### src/assert_macros.svh
// assertion macros shared by the rtl that checks itself
// no dependencies; include by bare file name
`ifndef ASSERT_MACROS_SVH
`define ASSERT_MACROS_SVH

// same-cycle implication, sampled on the rising clock edge
`define ASSERT_IMPL(label, clk, rst, ante, cons, msg) \
   label: assert property (@(posedge clk) disable iff (rst) (ante) |-> (cons)) \
      else $error(msg);

// next-cycle implication, sampled on the rising clock edge
`define ASSERT_NEXT(label, clk, rst, ante, cons, msg) \
   label: assert property (@(posedge clk) disable iff (rst) (ante) |=> (cons)) \
      else $error(msg);

`endif

### src/udivr_pkg.sv
// shared constants and controller/datapath interface types of the divider
// no dependencies
`timescale 1ns / 1ps

package udivr_pkg;

   // fixed port width of the operand and result fields
   localparam int FIELD_W = 64;
   // operand width in narrow mode
   localparam int NARROW_W = 32;
   // default wide operand width
   localparam int DEFAULT_MAX_WIDTH = 64;

   // commands from controller to datapath
   typedef struct packed {
      logic load;     // capture operands on an input transfer
      logic step;     // one shift-and-subtract iteration
      logic publish;  // move the finished result into the output register
   } cmd_type;

   // status from datapath to controller
   typedef struct packed {
      logic den_zero; // captured divisor is zero in the active width
      logic last;     // the current iteration is the final one
   } status_type;

endpackage

### src/udivr_ctrl.sv
// controller of the divider: sequencing state machine and output valid
// depends on udivr_pkg
`timescale 1ns / 1ps

module udivr_ctrl
   import udivr_pkg::*;
(
   input  logic       clock,
   input  logic       reset,
   input  logic       req_valid,
   output logic       req_stall,
   output logic       rsp_valid,
   input  logic       rsp_stall,
   input  status_type status,
   output cmd_type    cmd
);

   localparam logic [1:0] ST_IDLE = 2'd0;
   localparam logic [1:0] ST_RUN  = 2'd1;
   localparam logic [1:0] ST_FIN  = 2'd2;

   logic [1:0] state_ff, state_in;
   logic       rsp_valid_ff, rsp_valid_in;
   logic       out_free;

   // output register can take a result this cycle
   assign out_free = !rsp_valid_ff || !rsp_stall;

   // commands
   always_comb begin
      cmd.load    = (state_ff == ST_IDLE) && req_valid;
      cmd.step    = (state_ff == ST_RUN) && !status.den_zero;
      cmd.publish = (state_ff == ST_FIN) && out_free;
   end

   // next state
   always_comb begin
      state_in = state_ff;
      case (state_ff)
         ST_IDLE: begin
            if (req_valid) state_in = ST_RUN;
         end
         ST_RUN: begin
            if (status.den_zero || status.last) state_in = ST_FIN;
         end
         ST_FIN: begin
            if (out_free) state_in = ST_IDLE;
         end
         default: begin
            state_in = ST_IDLE;
         end
      endcase
   end

   // output valid: set on publish, cleared when the result transfers
   always_comb begin
      rsp_valid_in = rsp_valid_ff;
      if (cmd.publish)    rsp_valid_in = 1'b1;
      else if (!rsp_stall) rsp_valid_in = 1'b0;
   end

   always_ff @(posedge clock) begin
      if (reset) begin
         state_ff     <= ST_IDLE;
         rsp_valid_ff <= 1'b0;
      end else begin
         state_ff     <= state_in;
         rsp_valid_ff <= rsp_valid_in;
      end
   end

   assign req_stall = (state_ff != ST_IDLE);
   assign rsp_valid = rsp_valid_ff;

endmodule

### src/udivr_dpath.sv
// datapath of the divider: operand registers, shift-subtract unit, output register
// depends on udivr_pkg
`timescale 1ns / 1ps

module udivr_dpath
   import udivr_pkg::*;
#(
   parameter int MAX_WIDTH = DEFAULT_MAX_WIDTH
) (
   input  logic               clock,
   input  logic [FIELD_W-1:0] req_dividend,
   input  logic [FIELD_W-1:0] req_divisor,
   input  logic               req_wide_mode,
   input  cmd_type            cmd,
   output status_type         status,
   output logic [FIELD_W-1:0] rsp_quotient,
   output logic [FIELD_W-1:0] rsp_remainder,
   output logic               rsp_divide_by_zero
);

   localparam int CNT_W = $clog2(MAX_WIDTH + 1);
   localparam int IDX_W = $clog2(MAX_WIDTH);
   localparam logic [MAX_WIDTH-1:0] NARROW_MASK = MAX_WIDTH'({NARROW_W{1'b1}});

   logic [MAX_WIDTH-1:0] num_ff, num_in;
   logic [MAX_WIDTH-1:0] den_ff, den_in;
   logic [MAX_WIDTH-1:0] rem_ff, rem_in;
   logic [MAX_WIDTH-1:0] quo_ff, quo_in;
   logic [CNT_W-1:0]     cnt_ff, cnt_in;
   logic                 dz_ff, dz_in;
   logic [MAX_WIDTH-1:0] out_quo_ff, out_quo_in;
   logic [MAX_WIDTH-1:0] out_rem_ff, out_rem_in;
   logic                 out_dz_ff, out_dz_in;

   logic [MAX_WIDTH-1:0] op_mask;
   logic [MAX_WIDTH-1:0] num_masked, den_masked;
   logic [IDX_W-1:0]     bit_idx;
   logic [MAX_WIDTH:0]   trial;
   logic [MAX_WIDTH:0]   den_ext;
   logic [MAX_WIDTH:0]   diff;
   logic                 ge;

   // operand masking to the active width
   assign op_mask    = req_wide_mode ? {MAX_WIDTH{1'b1}} : NARROW_MASK;
   assign num_masked = req_dividend[MAX_WIDTH-1:0] & op_mask;
   assign den_masked = req_divisor[MAX_WIDTH-1:0] & op_mask;

   // one restoring iteration: bring down the next dividend bit, trial subtract
   assign bit_idx = IDX_W'(cnt_ff - 1'b1);
   assign trial   = {rem_ff, num_ff[bit_idx]};
   assign den_ext = {1'b0, den_ff};
   assign diff    = trial - den_ext;
   assign ge      = (trial >= den_ext);

   // working registers
   always_comb begin
      num_in = num_ff;
      den_in = den_ff;
      rem_in = rem_ff;
      quo_in = quo_ff;
      cnt_in = cnt_ff;
      dz_in  = dz_ff;
      if (cmd.load) begin
         num_in = num_masked;
         den_in = den_masked;
         rem_in = '0;
         quo_in = '0;
         cnt_in = req_wide_mode ? CNT_W'(MAX_WIDTH) : CNT_W'(NARROW_W);
         dz_in  = (den_masked == '0);
      end else if (cmd.step) begin
         rem_in = ge ? diff[MAX_WIDTH-1:0] : trial[MAX_WIDTH-1:0];
         quo_in = {quo_ff[MAX_WIDTH-2:0], ge};
         cnt_in = cnt_ff - 1'b1;
      end
   end

   // output register, loaded on publish
   always_comb begin
      out_quo_in = out_quo_ff;
      out_rem_in = out_rem_ff;
      out_dz_in  = out_dz_ff;
      if (cmd.publish) begin
         out_quo_in = dz_ff ? '0 : quo_ff;
         out_rem_in = dz_ff ? num_ff : rem_ff;
         out_dz_in  = dz_ff;
      end
   end

   always_ff @(posedge clock) begin
      num_ff     <= num_in;
      den_ff     <= den_in;
      rem_ff     <= rem_in;
      quo_ff     <= quo_in;
      cnt_ff     <= cnt_in;
      dz_ff      <= dz_in;
      out_quo_ff <= out_quo_in;
      out_rem_ff <= out_rem_in;
      out_dz_ff  <= out_dz_in;
   end

   always_comb begin
      status.den_zero = dz_ff;
      status.last     = (cnt_ff == CNT_W'(1));
   end

   assign rsp_quotient       = FIELD_W'(out_quo_ff);
   assign rsp_remainder      = FIELD_W'(out_rem_ff);
   assign rsp_divide_by_zero = out_dz_ff;

endmodule

### src/unsigned_divider_with_remainder_top.sv
// channel   direction  fields
// req_      in         dividend[63:0] divisor[63:0] wide_mode
// rsp_      out        quotient[63:0] remainder[63:0] divide_by_zero
//
// radix-2 restoring divider, one quotient bit per cycle from the shift-subtract unit
// an item is loaded, iterated once per bit of its active width and published; a zero divisor skips the iterations
// the output register holds one result, so a new transfer is taken while it waits
// a result stalled at rsp_ holds the controller in its final state until it moves
// reset is synchronous and clears only the controller state and rsp_valid
// depends on udivr_pkg, udivr_ctrl, udivr_dpath and assert_macros.svh
`timescale 1ns / 1ps
`include "assert_macros.svh"

module unsigned_divider_with_remainder_top
   import udivr_pkg::*;
#(
   parameter int MAX_WIDTH = DEFAULT_MAX_WIDTH
) (
   input  logic               clock,
   input  logic               reset,
   input  logic               req_valid,
   output logic               req_stall,
   input  logic [FIELD_W-1:0] req_dividend,
   input  logic [FIELD_W-1:0] req_divisor,
   input  logic               req_wide_mode,
   output logic               rsp_valid,
   input  logic               rsp_stall,
   output logic [FIELD_W-1:0] rsp_quotient,
   output logic [FIELD_W-1:0] rsp_remainder,
   output logic               rsp_divide_by_zero
);

   cmd_type    cmd;
   status_type status;

   // sequencing
   udivr_ctrl u_ctrl (
      .clock     (clock),
      .reset     (reset),
      .req_valid (req_valid),
      .req_stall (req_stall),
      .rsp_valid (rsp_valid),
      .rsp_stall (rsp_stall),
      .status    (status),
      .cmd       (cmd)
   );

   // arithmetic and result storage
   udivr_dpath #(
      .MAX_WIDTH (MAX_WIDTH)
   ) u_dpath (
      .clock              (clock),
      .req_dividend       (req_dividend),
      .req_divisor        (req_divisor),
      .req_wide_mode      (req_wide_mode),
      .cmd                (cmd),
      .status             (status),
      .rsp_quotient       (rsp_quotient),
      .rsp_remainder      (rsp_remainder),
      .rsp_divide_by_zero (rsp_divide_by_zero)
   );

   // checks on controller/datapath cooperation
   `ASSERT_IMPL(a_load_alone, clock, reset, req_valid && !req_stall, !cmd.step && !cmd.publish, "input transfer overlaps iteration or publish")
   `ASSERT_IMPL(a_publish_free, clock, reset, cmd.publish, !rsp_valid || !rsp_stall, "publish overwrites a pending result")
   `ASSERT_NEXT(a_publish_valid, clock, reset, cmd.publish, rsp_valid, "published result not presented")
   `ASSERT_IMPL(a_dz_quotient, clock, reset, rsp_valid && rsp_divide_by_zero, rsp_quotient == '0, "nonzero quotient on zero divisor")

endmodule

### config.mk
export PLATFORM = sky130hd
export DESIGN_NAME = unsigned_divider_with_remainder_top
export DESIGN_NICKNAME = d
export VERILOG_FILES = /design/src/udivr_pkg.sv /design/src/udivr_ctrl.sv /design/src/udivr_dpath.sv /design/src/unsigned_divider_with_remainder_top.sv
export VERILOG_INCLUDE_DIRS = /design/src /design/src/src
export SDC_FILE = /design/constraint.sdc
export NUM_CORES = 1
export LEC_CHECK = 0
export BUFFER_PORTS_ARGS = -buffer_cell sky130_fd_sc_hd__buf_2
export CORE_ASPECT_RATIO = 0.7
export CORE_MARGIN = 8
export CORE_UTILIZATION = 50
export DETAILED_ROUTE_END_ITERATION = 10
export GPL_ROUTABILITY_DRIVEN = 0
export HOLD_SLACK_MARGIN = 0.05
export PLACE_DENSITY = 0.71
export SLEW_MARGIN = 10
export SYNTH_ARGS = -nofsm -noshare
export SYNTH_HDL_FRONTEND = slang
export SYNTH_HIERARCHICAL = 1
export SYNTH_SLANG_ARGS = --single-unit
### constraint.sdc
create_clock -name clock -period 8.56 [get_ports clock]
set_input_delay 0 -clock clock [delete_from_list [all_inputs] [get_ports clock]]
set_output_delay 0 -clock clock [all_outputs]
set_load 0.02 [all_outputs]
==> qor.csv <==
metric,value,unit
clk_pin_slew,0.06,ns
drt_iter0_markers,1420,
grt_pass1_vias,14457,
power,5.24,mW
diodes,0,
yosysMostFrequentCell,edfxtp_1,
final_cell_area,24200,um^2
cts_buffers,40,
fin_crit,6.61,ns
cts_tree,built,
syn_area_per_cell,11.2,um^2
status,completed,
fmax,151,MHz
nets,2326,
synth_cells,1779,
cts_htree_levels,2,
seq_area_frac_synth,53.3,%
port-buffer-count,263,
drc,0,
clock_latency,0.56,ns
rsz0062_at_grt,false,
ys_types,78,
fp.dieW,254,um
yosys_register_bits,396,
syn_area,19900,um^2
crit_chain,buf_4 -> inv_1 -> ha_1 -> mux4_2 -> mux4_2 -> mux2_2 -> o21ai_0 -> ha_1 -> nor2b_1 -> o21ai_0 -> a21boi_1 -> a21o_1 -> a211oi_4 -> a21oi_4 -> a41oi_4 -> buf_4 -> mux2_2 -> mux2i_1 -> nor2_1,
track_usage,22.1,%
critPathCaptureType,register,
dr.pass1.iters,5,
worstHoldPathType,in2reg,
start_util,50.3,%
tightest_slew,1.10,ns
core_area,39500,um^2
cts_buffer_depth,3,
yosysWarnings,6,
synth_top_cell_by_area,edfxtp_1,
powerDensity,216,nW/um^2
slew_viol_final,0,
dpl.hpwl,37.4,mm
final.setup_skew,0.0241,ns
ys_top_cells_by_area,"edfxtp_1, dfxtp_1, mux2i_1",
setup_viol,0,
routed_via_density,5.53,
area_growth,21.9,%
peakVddDrop,0.131,mV
ys_async_sr_fraction,0,%
setup-tns-final,0,ns
yosysTopAreaCellShare,40.1,%
synth_edf_count,265,
drt_wl_total,52.8,mm
clock_sinks,396,
vias,14900,
wl_per_cell,19.6,um
path_class,reg2reg,
die_h,183,um
maxCapViolCount,0,
crit_arrival,7.02,ns
dpl_cell_area,21500,um^2
synthFlopType,edfxtp_1,
max_stage_delay,1.01,ns
slowest_stage,ha_1,
leakage,9.68,nW
fin_crit_sh,77.3,%
synthTopCellsByCount,"edfxtp_1, nor2_1, dfxtp_1",
dieArea,46400,um^2
clockRootBuffer,clkbuf_16,
synthesis.nets,1979,
drive_above_1_share,20.7,%
rows,61,
worst-path-max-fanout,22,
grt_pass1_wl,81.9,mm
num_io_pins,264,
worstPathRequired,8.96,ns
slew_headroom,26.2,%
startpoint_type,register,
grt_max_degree,208,
ctsResizeCount,0,
antenna_found_initial,1,
ant_nets,0,
hold_violations,0,
overflow,0,
==> worst max-delay path: cells and delay by family (launching register included) <==
| family | cells | cell delay [ns] |
|---|---|---|
| AO/OA/AOI/OAI | 7 | 1.99 |
| buffers and inverters | 3 | 0.91 |
| flip-flops | 1 | 0.32 |
| multiplexers | 5 | 1.85 |
| AND/OR/NAND/NOR | 2 | 0.13 |
| adder cells (fa/ha/maj) | 2 | 1.26 |
==> power by group <==
group | switching (mW) | total, mW | internal (mW)
sequential | 0.0937 | 2.25 | 2.16
combinational | 0.697 | 1.20 | 0.503
clock | 0.754 | 1.79 | 1.03
==> through the flow <==
| step | cells | setup slack [ns] | util [%] | hold WS, ns |
|---|---|---|---|---|
| 2_1_floorplan | 1779 | 1.20 | - | 0.0691 |
| 3_3_place_gp | 2487 | 2.18 | 54.5 | 0.178 |
| 3_5_place_dp | 2487 | 1.98 | 54.5 | 0.178 |
| 4_1_cts | 2693 | 1.96 | 61.4 | 0.129 |
| 5_1_grt | 2693 | 1.59 | 61.4 | 0.142 |
| 6_report | 2693 | 1.95 | 61.4 | 0.146 |
==> sequential cells by signal, summed over array words and instances (netlist names) <==
register / count
u_dpath/den_ff: 64
u_dpath/num_ff: 64
u_dpath/quo_ff: 64
u_dpath/rem_ff: 64
u_dpath/rsp_quotient: 64
u_dpath/rsp_remainder: 64
u_dpath/cnt_ff: 7
u_ctrl/state_ff: 2
u_ctrl/rsp_valid: 1
u_dpath/dz_ff: 1
u_dpath/rsp_divide_by_zero: 1
==> placed cells by master (no fill, tap or decap), types with 7 or more instances in the layout <==
cell           count
ha_1              66
xnor2_1           37
nand2_1           76
nor4_1            18
inv_1             88
o21bai_1          11
clkbuf_8           7
buf_2            263
mux2_2            65
dfxtp_1          131
nand3_1            8
a21oi_1          118
o21a_1             7
xor2_1            20
mux4_2            20
nand4_1           24
and2_1            69
clkbuf_16         42
nor3_1            24
a21o_1            31
or3_1             10
edfxtp_1         265
mux2i_1           94
o21ai_0           48
and3_1            13
buf_4              9
nor2b_1           75
a31oi_1            8
a211oi_1          59
nor2_1           201
dlygate4sd3_1    132
nand2b_1           9
==> path summary, 6_finish.rpt <==
| kind | from | end | slack (ns) | cells past startpoint |
|---|---|---|---|---|
| worst min-delay path | req_dividend[31] | u_dpath/num_ff[31] | 0.15 | 2 |
| worst max-delay path | u_dpath/cnt_ff[0] | u_dpath/rem_ff[41] | 1.95 | 19 |
| worst min register to register | u_dpath/quo_ff[63] | u_dpath/quo_ff[63] | 0.50 | 2 |
| worst max register to register | u_dpath/cnt_ff[0] | u_dpath/rem_ff[41] | 1.95 | 19 |
==> what timing repair did <==
action / in CTS / in global routing
setup endpoints to repair: 0 / 0
hold buffers: 132 / 0
setup buffers: 0 / 0
hold endpoints to repair: 131 / 0
==> logic make-up after synthesis <==
kind of cell	after synthesis	share of synthesized area, %
buffers and inverters	190	4.03
and+or+nand+nor	549	13.9
adders and majority gates	67	4.26
xor gates and xnor gates	57	2.51
muxes	179	10.7
AOI/OAI and AO/OA	341	11.3
DFF	396	53.3
==> final cells by class <==
class                           count  area, um^2
Sequential cell                   396       10600
Timing Repair Buffer              407        2770
Clock buffer                       55        1170
Fill cell                        3160       15300
Inverter                           88         330
Clock inverter                     19         193
Tap cell                          535         669
Multi-Input combinational cell   1193        8500
==> layer usage <==
layer	track usage, %	share of wire (%)
met1	32.3	46
met2	34.4	45
met3	4.06	7.9
met4	4.45	1.6
met5	0	0
No activity file was read; power rests on OpenSTA's default activity.
